[config.mk]
export PLATFORM = sky130hd
export DESIGN_NAME = thick_line_rasterizer_flat
export DESIGN_NICKNAME = d
export VERILOG_FILES = /design/src/rtl/tlr_pkg.sv /design/src/rtl/tlr_channel_if.sv /design/src/rtl/thick_line_rasterizer.sv /design/src/rtl/tlr_ctrl.sv /design/src/rtl/tlr_datapath.sv /design/src/flat_wrapper.sv
export SDC_FILE = /design/constraint.sdc
export NUM_CORES = 1
export LEC_CHECK = 0
export BUFFER_PORTS_ARGS = -buffer_cell sky130_fd_sc_hd__buf_2
export CAP_MARGIN = 20
export CORE_UTILIZATION = 40
export CTS_CLUSTER_SIZE = 28
export DETAILED_ROUTE_END_ITERATION = 7
export PLACE_DENSITY = 0.68
export SLEW_MARGIN = 40
export SYNTH_ARGS = -nofsm -noshare
export SYNTH_HDL_FRONTEND = slang
export SYNTH_SLANG_ARGS = --single-unit
[constraint.sdc]
create_clock -name clk -period 10.7 [get_ports clk]
set_input_delay 2.14 -clock clk [delete_from_list [all_inputs] [get_ports clk]]
set_output_delay 2.14 -clock clk [all_outputs]
set_load 0.02 [all_outputs]
[src/rtl/tlr_pkg.sv]
// package for the thick line rasterizer: defaults, register indexes, fsm codes
// and the command / status structs between controller and datapath
// no dependencies
`timescale 1ns / 1ps
`default_nettype none

package tlr_pkg;

  // parameter defaults
  localparam int COORD_BITS_DEF    = 12;
  localparam int MAX_THICKNESS_DEF = 7;
  localparam int COLOR_BITS_DEF    = 32;

  // configuration port
  localparam int CFG_IDX_BITS  = 2;
  localparam int CFG_DATA_BITS = 12;
  localparam int FRAME_BITS    = 12;
  localparam int Y_OFF_BITS    = 10;

  typedef enum logic [CFG_IDX_BITS-1:0] {
    CFG_FRAME_WIDTH  = 2'd0,
    CFG_FRAME_HEIGHT = 2'd1,
    CFG_ROW_BIAS     = 2'd2
  } cfg_idx_t;

  localparam logic [FRAME_BITS-1:0] FRAME_WIDTH_RST  = 12'd640;
  localparam logic [FRAME_BITS-1:0] FRAME_HEIGHT_RST = 12'd480;
  localparam logic [Y_OFF_BITS-1:0] ROW_BIAS_RST     = 10'd0;

  // input item modes
  localparam logic MODE_START   = 1'b0;
  localparam logic MODE_ADVANCE = 1'b1;

  // brush geometry: half size is at most 3, offsets held as 3-bit signed
  localparam int HALF_BITS = 2;
  localparam int OFS_BITS  = 3;
  localparam int THICK_BITS = 3;

  typedef enum logic [3:0] {
    S_IDLE   = 4'b0001,
    S_CALC_D = 4'b0010,
    S_CALC_E = 4'b0100,
    S_EMIT   = 4'b1000
  } tlr_state_t;

  typedef struct packed {
    logic load;    // start item accepted: load endpoints, colour, brush
    logic step;    // advance item accepted on an active line: one bresenham step
    logic calc_d;  // form distances and step directions
    logic calc_e;  // form the initial error term
    logic emit;    // put the next brush pixel into the output register
  } tlr_cmd_t;

  typedef struct packed {
    logic line_active;
    logic brush_last;
    logic out_free;
  } tlr_status_t;

endpackage

`default_nettype wire

[src/rtl/tlr_channel_if.sv]
// valid/ready channel interfaces for the thick line rasterizer:
// tlr_in_if carries line items, tlr_out_if carries brush pixels
// no dependencies
`timescale 1ns / 1ps
`default_nettype none

interface tlr_in_if #(
  parameter int COORD_BITS = 12,
  parameter int COLOR_BITS = 32
);
  logic                         valid;
  logic                         ready;
  logic                         mode;
  logic signed [COORD_BITS-1:0] x_start;
  logic signed [COORD_BITS-1:0] y_start;
  logic signed [COORD_BITS-1:0] x_end;
  logic signed [COORD_BITS-1:0] y_end;
  logic [2:0]                   thickness;
  logic [COLOR_BITS-1:0]        line_color;

  modport source (
    output valid, mode, x_start, y_start, x_end, y_end, thickness, line_color,
    input  ready
  );
  modport sink (
    input  valid, mode, x_start, y_start, x_end, y_end, thickness, line_color,
    output ready
  );
endinterface

interface tlr_out_if #(
  parameter int COORD_BITS = 12,
  parameter int COLOR_BITS = 32
);
  logic                       valid;
  logic                       ready;
  logic signed [COORD_BITS:0] pixel_x;
  logic signed [COORD_BITS:0] pixel_y;
  logic [COLOR_BITS-1:0]      pixel_color;
  logic                       write_enable;
  logic                       point_last;
  logic                       line_done;

  modport source (
    output valid, pixel_x, pixel_y, pixel_color, write_enable, point_last, line_done,
    input  ready
  );
  modport sink (
    input  valid, pixel_x, pixel_y, pixel_color, write_enable, point_last, line_done,
    output ready
  );
endinterface

`default_nettype wire

[src/rtl/thick_line_rasterizer.sv]
// thick line rasterizer: bresenham stepping with a square brush, one pixel a cycle.
//
// in_if carries line items (valid/ready). a start item (mode 0) loads both
// endpoints, adds the row bias register to their y values, latches thickness and
// colour and scans the brush around the first point; an advance item (mode 1)
// takes one bresenham step and scans the brush around the new point. an advance
// with no line in progress is taken and produces nothing.
// out_if carries one transaction per brush pixel, x outer and y inner, with
// write_enable set for pixels inside the frame, point_last on the last pixel
// of each point and line_done on the last pixel of the final endpoint.
// a start item forms the distances, then the error term, then scans its brush; an
// advance item takes one step and scans. a brush is (2h+1)^2 pixels, up to 49, with
// h = thickness/2; the brush scan is one pixel per cycle through the single output
// register, and another item is taken only once the brush has fully passed to it.
// a stalled receiver holds the output register and freezes the scan.
// reset (synchronous, rst_n low) drops any line in progress, empties the output
// register and restores frame 640x480 with a zero row bias. cfg writes are
// registered and are meant for idle periods only.
`timescale 1ns / 1ps
`default_nettype none

module thick_line_rasterizer #(
  parameter int COORD_BITS    = tlr_pkg::COORD_BITS_DEF,
  parameter int MAX_THICKNESS = tlr_pkg::MAX_THICKNESS_DEF,
  parameter int COLOR_BITS    = tlr_pkg::COLOR_BITS_DEF
) (
  input  wire                              clk,
  input  wire                              rst_n,
  tlr_in_if.sink                           in_if,
  tlr_out_if.source                        out_if,
  input  wire                              cfg_we,
  input  wire [tlr_pkg::CFG_IDX_BITS-1:0]  cfg_index,
  input  wire [tlr_pkg::CFG_DATA_BITS-1:0] cfg_data
);
  import tlr_pkg::*;

  tlr_cmd_t    cmd;
  tlr_status_t status;

  tlr_ctrl u_ctrl (
    .clk      (clk),
    .rst_n    (rst_n),
    .in_valid (in_if.valid),
    .in_mode  (in_if.mode),
    .in_ready (in_if.ready),
    .status   (status),
    .cmd      (cmd)
  );

  tlr_datapath #(
    .COORD_BITS    (COORD_BITS),
    .MAX_THICKNESS (MAX_THICKNESS),
    .COLOR_BITS    (COLOR_BITS)
  ) u_datapath (
    .clk        (clk),
    .rst_n      (rst_n),
    .cfg_we     (cfg_we),
    .cfg_index  (cfg_index),
    .cfg_data   (cfg_data),
    .x_start    (in_if.x_start),
    .y_start    (in_if.y_start),
    .x_end      (in_if.x_end),
    .y_end      (in_if.y_end),
    .thickness  (in_if.thickness),
    .line_color (in_if.line_color),
    .cmd        (cmd),
    .status     (status),
    .out_if     (out_if)
  );

endmodule

`default_nettype wire

[src/rtl/tlr_ctrl.sv]
// controller state machine of the thick line rasterizer
// depends on tlr_pkg
`timescale 1ns / 1ps
`default_nettype none

module tlr_ctrl (
  input  wire                 clk,
  input  wire                 rst_n,
  input  wire                 in_valid,
  input  wire                 in_mode,
  output logic                in_ready,
  input  tlr_pkg::tlr_status_t status,
  output tlr_pkg::tlr_cmd_t    cmd
);
  import tlr_pkg::*;

  tlr_state_t state_r, state_nxt;

  always_comb begin
    state_nxt = state_r;
    cmd       = '0;
    in_ready  = (state_r == S_IDLE);
    unique case (state_r)
      S_IDLE: begin
        if (in_valid) begin
          if (in_mode == MODE_START) begin
            cmd.load  = 1'b1;
            state_nxt = S_CALC_D;
          end else if (status.line_active) begin
            cmd.step  = 1'b1;
            state_nxt = S_EMIT;
          end
        end
      end
      S_CALC_D: begin
        cmd.calc_d = 1'b1;
        state_nxt  = S_CALC_E;
      end
      S_CALC_E: begin
        cmd.calc_e = 1'b1;
        state_nxt  = S_EMIT;
      end
      S_EMIT: begin
        if (status.out_free) begin
          cmd.emit = 1'b1;
          if (status.brush_last) begin
            state_nxt = S_IDLE;
          end
        end
      end
      default: begin
        state_nxt = S_IDLE;
      end
    endcase
  end

  always_ff @(posedge clk) begin
    if (!rst_n) begin
      state_r <= S_IDLE;
    end else begin
      state_r <= state_nxt;
    end
  end

endmodule

`default_nettype wire

[src/rtl/tlr_datapath.sv]
// datapath of the thick line rasterizer: configuration registers, bresenham
// state, brush scan counters and the output register
// depends on tlr_pkg and tlr_out_if
`timescale 1ns / 1ps
`default_nettype none

module tlr_datapath #(
  parameter int COORD_BITS    = tlr_pkg::COORD_BITS_DEF,
  parameter int MAX_THICKNESS = tlr_pkg::MAX_THICKNESS_DEF,
  parameter int COLOR_BITS    = tlr_pkg::COLOR_BITS_DEF
) (
  input  wire                                  clk,
  input  wire                                  rst_n,
  input  wire                                  cfg_we,
  input  wire [tlr_pkg::CFG_IDX_BITS-1:0]      cfg_index,
  input  wire [tlr_pkg::CFG_DATA_BITS-1:0]     cfg_data,
  input  wire signed [COORD_BITS-1:0]          x_start,
  input  wire signed [COORD_BITS-1:0]          y_start,
  input  wire signed [COORD_BITS-1:0]          x_end,
  input  wire signed [COORD_BITS-1:0]          y_end,
  input  wire [tlr_pkg::THICK_BITS-1:0]        thickness,
  input  wire [COLOR_BITS-1:0]                 line_color,
  input  tlr_pkg::tlr_cmd_t                    cmd,
  output tlr_pkg::tlr_status_t                 status,
  tlr_out_if.source                            out_if
);
  import tlr_pkg::*;

  // internal coordinate width: endpoint plus y offset plus brush reach, with margin
  localparam int BASE_BITS = (COORD_BITS > Y_OFF_BITS + 1) ? COORD_BITS : Y_OFF_BITS + 1;
  localparam int IW = BASE_BITS + 2;
  localparam int DW = IW - 1;  // magnitude of an endpoint distance
  localparam int EW = IW + 1;  // error term
  localparam logic [THICK_BITS-1:0] THICK_MAX = THICK_BITS'(MAX_THICKNESS);

  // configuration
  logic [FRAME_BITS-1:0] frame_w_r, frame_h_r;
  logic [Y_OFF_BITS-1:0] y_off_r;

  // line state
  logic signed [IW-1:0]       cur_x_r, cur_y_r, tgt_x_r, tgt_y_r;
  logic signed [IW-1:0]       cur_x_nxt, cur_y_nxt;
  logic [DW-1:0]              dx_r, dy_r;
  logic                       neg_x_r, neg_y_r;
  logic signed [EW-1:0]       err_r, err_nxt;
  logic [HALF_BITS-1:0]       half_r, half_nxt;
  logic [COLOR_BITS-1:0]      color_r;
  logic                       line_active_r;
  logic signed [OFS_BITS-1:0] ofs_i_r, ofs_j_r;

  // output register
  logic                       out_valid_r;
  logic signed [COORD_BITS:0] out_x_r, out_y_r;
  logic [COLOR_BITS-1:0]      out_color_r;
  logic                       out_we_r, out_last_r, out_done_r;

  logic [THICK_BITS-1:0]      thick_sat;
  logic signed [IW:0]         diff_x, diff_y, rdiff_x, rdiff_y;
  logic signed [EW:0]         e2, ndy, pdx;
  logic                       move_x, move_y;
  logic signed [OFS_BITS-1:0] half_s, neg_half;
  logic signed [IW-1:0]       px, py;
  logic                       in_frame, done_w, brush_last;

  // start item values
  assign thick_sat = (thickness > THICK_MAX) ? THICK_MAX : thickness;
  assign half_nxt  = cmd.load ? thick_sat[THICK_BITS-1:1] : half_r;
  assign neg_half  = OFS_BITS'(0) - $signed({1'b0, half_nxt});
  assign half_s    = $signed({1'b0, half_r});

  // distances, both signs in parallel
  assign diff_x  = {tgt_x_r[IW-1], tgt_x_r} - {cur_x_r[IW-1], cur_x_r};
  assign diff_y  = {tgt_y_r[IW-1], tgt_y_r} - {cur_y_r[IW-1], cur_y_r};
  assign rdiff_x = {cur_x_r[IW-1], cur_x_r} - {tgt_x_r[IW-1], tgt_x_r};
  assign rdiff_y = {cur_y_r[IW-1], cur_y_r} - {tgt_y_r[IW-1], tgt_y_r};

  // one bresenham step
  assign e2     = {err_r, 1'b0};
  assign ndy    = (EW+1)'(0) - $signed({{(EW+1-DW){1'b0}}, dy_r});
  assign pdx    = $signed({{(EW+1-DW){1'b0}}, dx_r});
  assign move_x = e2 > ndy;
  assign move_y = e2 < pdx;

  always_comb begin
    err_nxt   = err_r;
    cur_x_nxt = cur_x_r;
    cur_y_nxt = cur_y_r;
    if (move_x) begin
      cur_x_nxt = neg_x_r ? cur_x_r - IW'(1) : cur_x_r + IW'(1);
    end
    if (move_y) begin
      cur_y_nxt = neg_y_r ? cur_y_r - IW'(1) : cur_y_r + IW'(1);
    end
    err_nxt = err_r - (move_x ? $signed({{(EW-DW){1'b0}}, dy_r}) : EW'(0))
                    + (move_y ? $signed({{(EW-DW){1'b0}}, dx_r}) : EW'(0));
  end

  // brush pixel under the scan counters
  assign px = cur_x_r + {{(IW-OFS_BITS){ofs_i_r[OFS_BITS-1]}}, ofs_i_r};
  assign py = cur_y_r + {{(IW-OFS_BITS){ofs_j_r[OFS_BITS-1]}}, ofs_j_r};
  assign in_frame = !px[IW-1] && ($unsigned(px) < {{(IW-FRAME_BITS){1'b0}}, frame_w_r}) &&
                    !py[IW-1] && ($unsigned(py) < {{(IW-FRAME_BITS){1'b0}}, frame_h_r});
  assign done_w     = (cur_x_r == tgt_x_r) && (cur_y_r == tgt_y_r);
  assign brush_last = (ofs_i_r == half_s) && (ofs_j_r == half_s);

  assign status.line_active = line_active_r;
  assign status.brush_last  = brush_last;
  assign status.out_free    = !out_valid_r || out_if.ready;

  // configuration registers
  always_ff @(posedge clk) begin
    if (!rst_n) begin
      frame_w_r <= FRAME_WIDTH_RST;
      frame_h_r <= FRAME_HEIGHT_RST;
      y_off_r   <= ROW_BIAS_RST;
    end else if (cfg_we) begin
      unique case (cfg_index)
        CFG_FRAME_WIDTH:  frame_w_r <= cfg_data[FRAME_BITS-1:0];
        CFG_FRAME_HEIGHT: frame_h_r <= cfg_data[FRAME_BITS-1:0];
        CFG_ROW_BIAS:     y_off_r   <= cfg_data[Y_OFF_BITS-1:0];
        default: ;
      endcase
    end
  end

  // line state and scan counters
  always_ff @(posedge clk) begin
    if (!rst_n) begin
      line_active_r <= 1'b0;
      half_r        <= '0;
      ofs_i_r       <= '0;
      ofs_j_r       <= '0;
    end else begin
      if (cmd.load || cmd.step) begin
        half_r  <= half_nxt;
        ofs_i_r <= neg_half;
        ofs_j_r <= neg_half;
      end else if (cmd.emit && !brush_last) begin
        if (ofs_j_r == half_s) begin
          ofs_j_r <= OFS_BITS'(0) - half_s;
          ofs_i_r <= ofs_i_r + OFS_BITS'(1);
        end else begin
          ofs_j_r <= ofs_j_r + OFS_BITS'(1);
        end
      end
      if (cmd.emit && brush_last) begin
        line_active_r <= !done_w;
      end
    end
  end

  always_ff @(posedge clk) begin
    if (cmd.load) begin
      cur_x_r <= {{(IW-COORD_BITS){x_start[COORD_BITS-1]}}, x_start};
      cur_y_r <= {{(IW-COORD_BITS){y_start[COORD_BITS-1]}}, y_start} +
                 {{(IW-Y_OFF_BITS){1'b0}}, y_off_r};
      tgt_x_r <= {{(IW-COORD_BITS){x_end[COORD_BITS-1]}}, x_end};
      tgt_y_r <= {{(IW-COORD_BITS){y_end[COORD_BITS-1]}}, y_end} +
                 {{(IW-Y_OFF_BITS){1'b0}}, y_off_r};
      color_r <= line_color;
    end else if (cmd.step) begin
      cur_x_r <= cur_x_nxt;
      cur_y_r <= cur_y_nxt;
      err_r   <= err_nxt;
    end
    if (cmd.calc_d) begin
      // a zero distance counts as a negative step direction
      neg_x_r <= diff_x[IW] || (diff_x == '0);
      neg_y_r <= diff_y[IW] || (diff_y == '0);
      dx_r    <= diff_x[IW] ? rdiff_x[DW-1:0] : diff_x[DW-1:0];
      dy_r    <= diff_y[IW] ? rdiff_y[DW-1:0] : diff_y[DW-1:0];
    end
    if (cmd.calc_e) begin
      err_r <= $signed({{(EW-DW){1'b0}}, dx_r}) - $signed({{(EW-DW){1'b0}}, dy_r});
    end
  end

  // output register
  always_ff @(posedge clk) begin
    if (!rst_n) begin
      out_valid_r <= 1'b0;
    end else if (cmd.emit) begin
      out_valid_r <= 1'b1;
    end else if (out_if.ready) begin
      out_valid_r <= 1'b0;
    end
  end

  always_ff @(posedge clk) begin
    if (cmd.emit) begin
      out_x_r     <= px[COORD_BITS:0];
      out_y_r     <= py[COORD_BITS:0];
      out_color_r <= color_r;
      out_we_r    <= in_frame;
      out_last_r  <= brush_last;
      out_done_r  <= brush_last && done_w;
    end
  end

  assign out_if.valid        = out_valid_r;
  assign out_if.pixel_x      = out_x_r;
  assign out_if.pixel_y      = out_y_r;
  assign out_if.pixel_color  = out_color_r;
  assign out_if.write_enable = out_we_r;
  assign out_if.point_last   = out_last_r;
  assign out_if.line_done    = out_done_r;

  // line completion only ever lands on the closing pixel of a point
  a_done_on_last: assert property (@(posedge clk) disable iff (!rst_n)
    out_valid_r && out_done_r |-> out_last_r)
    else $error("line_done without point_last");

  a_step_active: assert property (@(posedge clk) disable iff (!rst_n)
    cmd.step |-> line_active_r)
    else $error("bresenham step on an idle line");

  a_done_idles: assert property (@(posedge clk) disable iff (!rst_n)
    cmd.emit && brush_last && done_w |=> !line_active_r)
    else $error("line still active after its final point");

  a_setup_order: assert property (@(posedge clk) disable iff (!rst_n)
    cmd.calc_d |=> cmd.calc_e)
    else $error("error term not formed after distances");

endmodule

`default_nettype wire

[src/flat_wrapper.sv]
// flat-port wrapper written by rule: the top's interface ports become plain ports
module thick_line_rasterizer_flat import tlr_pkg::*;
#(
  parameter int COORD_BITS    = tlr_pkg::COORD_BITS_DEF,
  parameter int MAX_THICKNESS = tlr_pkg::MAX_THICKNESS_DEF,
  parameter int COLOR_BITS    = tlr_pkg::COLOR_BITS_DEF
)
  (clk, rst_n, cfg_we, cfg_index, cfg_data, in_if_valid, in_if_mode, in_if_x_start, in_if_y_start, in_if_x_end, in_if_y_end, in_if_thickness, in_if_line_color, in_if_ready, out_if_valid, out_if_pixel_x, out_if_pixel_y, out_if_pixel_color, out_if_write_enable, out_if_point_last, out_if_line_done, out_if_ready);
  tlr_in_if #(.COORD_BITS(COORD_BITS), .COLOR_BITS(COLOR_BITS)) in_if_i ();
  tlr_out_if #(.COORD_BITS(COORD_BITS), .COLOR_BITS(COLOR_BITS)) out_if_i ();
  input  wire clk;
  input  wire rst_n;
  input  wire cfg_we;
  input  wire [tlr_pkg::CFG_IDX_BITS-1:0] cfg_index;
  input  wire [tlr_pkg::CFG_DATA_BITS-1:0] cfg_data;
  input wire logic [$bits(in_if_i.valid)-1:0] in_if_valid;
  input wire logic [$bits(in_if_i.mode)-1:0] in_if_mode;
  input wire logic [$bits(in_if_i.x_start)-1:0] in_if_x_start;
  input wire logic [$bits(in_if_i.y_start)-1:0] in_if_y_start;
  input wire logic [$bits(in_if_i.x_end)-1:0] in_if_x_end;
  input wire logic [$bits(in_if_i.y_end)-1:0] in_if_y_end;
  input wire logic [$bits(in_if_i.thickness)-1:0] in_if_thickness;
  input wire logic [$bits(in_if_i.line_color)-1:0] in_if_line_color;
  output wire logic [$bits(in_if_i.ready)-1:0] in_if_ready;
  output wire logic [$bits(out_if_i.valid)-1:0] out_if_valid;
  output wire logic [$bits(out_if_i.pixel_x)-1:0] out_if_pixel_x;
  output wire logic [$bits(out_if_i.pixel_y)-1:0] out_if_pixel_y;
  output wire logic [$bits(out_if_i.pixel_color)-1:0] out_if_pixel_color;
  output wire logic [$bits(out_if_i.write_enable)-1:0] out_if_write_enable;
  output wire logic [$bits(out_if_i.point_last)-1:0] out_if_point_last;
  output wire logic [$bits(out_if_i.line_done)-1:0] out_if_line_done;
  input wire logic [$bits(out_if_i.ready)-1:0] out_if_ready;
  assign in_if_i.valid = in_if_valid;
  assign in_if_i.mode = in_if_mode;
  assign in_if_i.x_start = in_if_x_start;
  assign in_if_i.y_start = in_if_y_start;
  assign in_if_i.x_end = in_if_x_end;
  assign in_if_i.y_end = in_if_y_end;
  assign in_if_i.thickness = in_if_thickness;
  assign in_if_i.line_color = in_if_line_color;
  assign in_if_ready = in_if_i.ready;
  assign out_if_valid = out_if_i.valid;
  assign out_if_pixel_x = out_if_i.pixel_x;
  assign out_if_pixel_y = out_if_i.pixel_y;
  assign out_if_pixel_color = out_if_i.pixel_color;
  assign out_if_write_enable = out_if_i.write_enable;
  assign out_if_point_last = out_if_i.point_last;
  assign out_if_line_done = out_if_i.line_done;
  assign out_if_i.ready = out_if_ready;
  thick_line_rasterizer #(.COORD_BITS(COORD_BITS), .MAX_THICKNESS(MAX_THICKNESS), .COLOR_BITS(COLOR_BITS)) u_core (.clk(clk), .rst_n(rst_n), .in_if(in_if_i), .out_if(out_if_i), .cfg_we(cfg_we), .cfg_index(cfg_index), .cfg_data(cfg_data));
endmodule
==> results.py <==
metrics = {
    "critical_path": {
        "crit_path_top_delay_cell": "a2111oi_0",
        "worstPathRequired_ps": 11010,
        "end_kind": "flip-flop",
        "cp.depth": 27,
        "critical_path_arrival_ps": 6970,
        "path_class": "flip-flop to flip-flop",
        "cp_num_buf_inv": 3,
        "cp-startpoint": "u_core.u_datapath.dy_r[1]",
        "cp_top_family": "compound AO/OA/AOI/OAI gates",
        "cp_max_fo": 14,
        "r2r_slack_ps": 4040,
        "timing.rr.start": "u_core.u_datapath.dy_r[1]",
        "crit_path_start_kind": "flip-flop",
        "critPathMaxStageDelay_ps": 740,
        "rr_worst_depth": 27,
        "r2r_end": "u_core.u_datapath.err_r[14]",
    },
    "synthesis": {
        "synth_edf_count": 189,
        "synthesis.nets": 2045,
        "synth_top_area_cell": "edfxtp_1",
        "ys_seq_area_share_pct": 39.22,
        "synth_top_area_share_pct": 33.54,
        "syn-mean-instance-area_um2": 9.872,
        "synth.area.top_cells": "edfxtp_1 (34%), ha_1 (15%), dfxtp_1 (5.7%)",
        "synth_area_mm2": 0.01692,
        "async_reset_ff_share_pct": 0,
        "yosys_register_bits": 237,
        "ys.flop_type": "edfxtp_1",
        "synth-warning-count": 0,
        "synthDistinctLibCells": 77,
        "synthCells": 1714,
    },
    "drt": {
        "avgViaCountPerCell": 5.358,
        "wirelength_um": 41770,
        "drc": 0,
        "drtPass1Iterations": 5,
        "drtAntennaViolNets": 0,
        "wl_per_cell_um": 17.20,
        "drt_iter0_drc": 837,
        "via_count": 13010,
    },
    "final_layout": {
        "drive_gt1_share_pct": 13.03,
        "seq_area_mm2": 0.006636,
        "fin_util_pct": 46.55,
        "multi_input_area_mm2": 0.009440,
        "num-nets-final": 2205,
        "fillers": 3901,
        "area_delta_synth_final_pct": 13.59,
    },
    "die": {
        "num_rows": 74,
        "initial_core_util_pct": 40.98,
        "die_height_um": 207.7,
        "pin_count": 166,
        "core_region_area_mm2": 0.04129,
        "fp.dieW_um": 207.7,
        "dieArea_mm2": 0.04313,
    },
    "power": {
        "p_leak_nw": 8.439,
        "p_sw_mw": 1.195,
        "finalPower_mw": 3.391,
        "ir_drop_uv": 156.9,
        "internal-power_mw": 2.196,
        "pwr-share-comb_pct": 35.6,
        "powerDensity_mw_per_mm2": 176.4,
        "p_sw_share_pct": 35.23,
        "p_seq_share_pct": 36.5,
        "p_clk_share_pct": 27.9,
    },
    "grt": {
        "antenna_found_initial": 1,
        "grtUsageTotal_pct": 19.14,
        "grt_pass1_wl_um": 66410,
        "grt_pass1_vias": 12810,
        "overflow": 0,
        "grt_max_degree": 65,
    },
    "clocking": {
        "cts_setup_buffers": 0,
        "h-tree-depth": 1,
        "cts_made_buffers": 27,
        "cts_resized": 0,
        "clock_path_buffers": 3,
        "clkLatencyLatePin_ps": 580,
        "cts-hold-fix-buffers": 0,
        "cts_sinks": 237,
        "cts_tree": "yes",
        "path_clk_slew_ps": 60,
        "cts-root-buf": "clkbuf_16",
    },
    "timing": {
        "whs_ps": 416.9,
        "final-setup-viol-count": 0,
        "worstMarginPinSlew_ps": 810.4,
        "slew_violations": 0,
        "min_period_over_period_pct": 62.22,
        "finalSetupTns_ps": 0,
        "layout_min_cycle_time_ps": 6658,
        "relSlewSlack_pct": 44.58,
        "rsz0062_at_grt": "no",
        "hold_viol_final": 0,
        "fmax_mhz": 150.2,
        "finClkSkew_ps": 19.83,
    },
    "place": {
        "gp_congestion": 0.8822,
        "hpwl_um": 32830,
        "io_buffers": 164,
    },
    "min_path": {
        "min_to": "u_core.u_datapath.out_if.pixel_color[3]",
        "hp-class": "flip-flop to flip-flop",
        "min_path_cells": 0,
        "hp-start": "u_core.u_datapath.color_r[3]",
    },
    "job": {
        "maxCapViolations": 0,
    },
    "outcome": {
        "status": "finished clean",
    },
}
## worst reg2reg max path, stage by stage, from the launching register on
cell       delay, ps
edfxtp_1         480
inv_1            150
ha_1             200
nand3_1          120
nor3_1           410
nand2_1          160
nor3_1           200
xnor2_1          150
ha_1             270
a21o_1           170
a21o_1           180
a21o_1           170
a31oi_1          180
o211a_1          170
a221oi_1          40
buf_4            200
and2_1           180
fa_1             490
inv_1             40
ha_1             340
nor2b_1          150
o21ai_0          190
a21boi_0         210
o21ai_0          390
nor3_1            90
a2111oi_0        740
mux2i_1          260
nand3_1           80
## registers in the layout, indices dropped and copies added, names as in the netlist, 13 cells and up
| name | cells |
|---|---|
| u_core.u_datapath.color_r | 32 |
| u_core.u_datapath.out_if.pixel_color | 32 |
| u_core.u_datapath.err_r | 15 |
| u_core.u_datapath.cur_x_r | 14 |
| u_core.u_datapath.cur_y_r | 14 |
| u_core.u_datapath.dx_r | 13 |
| u_core.u_datapath.dy_r | 13 |
| u_core.u_datapath.out_if.pixel_x | 13 |
| u_core.u_datapath.out_if.pixel_y | 13 |
| u_core.u_datapath.tgt_y_r | 13 |
## power groups by stage
stage	Clock (mW)	Sequential, mW	Combinational (mW)
2_1_floorplan	0	1.26	0.873
3_3_place_gp	0	1.25	1.16
3_5_place_dp	0	1.26	1.19
4_1_cts	0.961	1.24	1.20
5_1_grt	0.992	1.25	1.34
6_report	0.945	1.24	1.21
## Yosys cell counts, types with 5 or more instances
master / number
or3_1: 9
nor2_1: 113
nor4_1: 8
clkbuf_1: 29
fa_1: 24
nand2b_1: 14
dfxtp_1: 48
o211ai_1: 14
o31ai_1: 10
nand2_1: 125
xor2_1: 52
a31oi_1: 11
inv_1: 185
a221o_1: 6
a21o_1: 40
a21boi_0: 5
a211oi_1: 15
mux2i_1: 42
o41ai_1: 6
nor2b_1: 28
a21oi_1: 134
nand4_1: 11
o21bai_1: 16
and3_1: 6
ha_1: 204
or2_2: 10
nand3_1: 29
nor3b_1: 5
edfxtp_1: 189
a211o_1: 6
xnor2_1: 81
a221oi_1: 7
and2_1: 27
o21ai_0: 76
and4_1: 5
o21a_1: 21
nor3_1: 31
buf_2: 6
## cells by family (layout without fill, tap and decap cells)
family / after synthesis / count (layout) / share of synthesized area (%)
simple gates: 436 / 436 / 12.50
compound gates: 407 / 407 / 15.54
other cells: 0 / 1 / 0
buf+inv: 227 / 408 / 5.169
mux: 46 / 46 / 2.765
fa+ha+maj: 228 / 228 / 17.92
xor+xnor: 133 / 133 / 6.884
flops: 237 / 237 / 39.22
## area by class of cell
type / instances / share of cell area, %
Multi-Input combinational cell: 1250 / 49.11
Sequential cell: 237 / 34.53
Timing Repair Buffer: 172 / 4.602
Inverter: 186 / 3.639
Clock buffer: 33 / 3.632
Tap cell: 532 / 3.463
Clock inverter: 17 / 1.009
Antenna cell: 1 / 0.01302
## placed cells by master (no fill, tap or decap), drive strengths merged, types with 14 or more instances in the layout
cell    Yosys  layout
o21bai     16      16
nor2b      28      28
buf        12     172
dfxtp      48      48
nand2     125     125
o211ai     14      14
a21oi     134     134
a21o       40      40
inv       185     189
fa         24      24
a211oi     16      16
clkbuf     29      33
o21ai      77      77
nor2      113     113
ha        204     204
mux2i      43      43
o21a       21      21
edfxtp    189     189
nand2b     14      14
and2       28      28
nand3      29      29
xor2       52      52
nor3       32      32
xnor2      81      81
## per-stage QoR
| step | cell area (µm²) | worst slack, ps | cells |
|---|---|---|---|
| floorplan | 16920 | 5195 | 1714 |
| global placement | 18300 | 4287 | 2376 |
| detailed placement | 18320 | 4063 | 2376 |
| CTS | 19210 | 4035 | 2426 |
| global route | 19220 | 3559 | 2427 |
| finish | 19220 | 4042 | 2428 |
## layer usage
metal | global-route usage (%) | vias to the layer above | share of wire (%)
li1 | - | 6461 | -
met1 | 24.66 | 6122 | 45
met2 | 32.59 | 351 | 47
met3 | 3.328 | 74 | 5.4
met4 | 6.054 | 2 | 3.2
met5 | 0 | - | 0.024
## how the worst max path moves through the flow
| stage | endpoint |
|---|---|
| 3_5_place_dp | u_core.u_datapath.err_r[14] |
| 2_1_floorplan | u_core.u_datapath.err_r[14] |
| 4_1_cts | u_core.u_datapath.err_r[14] |
| 6_report | u_core.u_datapath.err_r[14] |
| 3_3_place_gp | u_core.u_datapath.err_r[14] |
| 5_1_grt | u_core.u_datapath.err_r[14] |
Note: power is estimated with default switching activity, not from simulation.
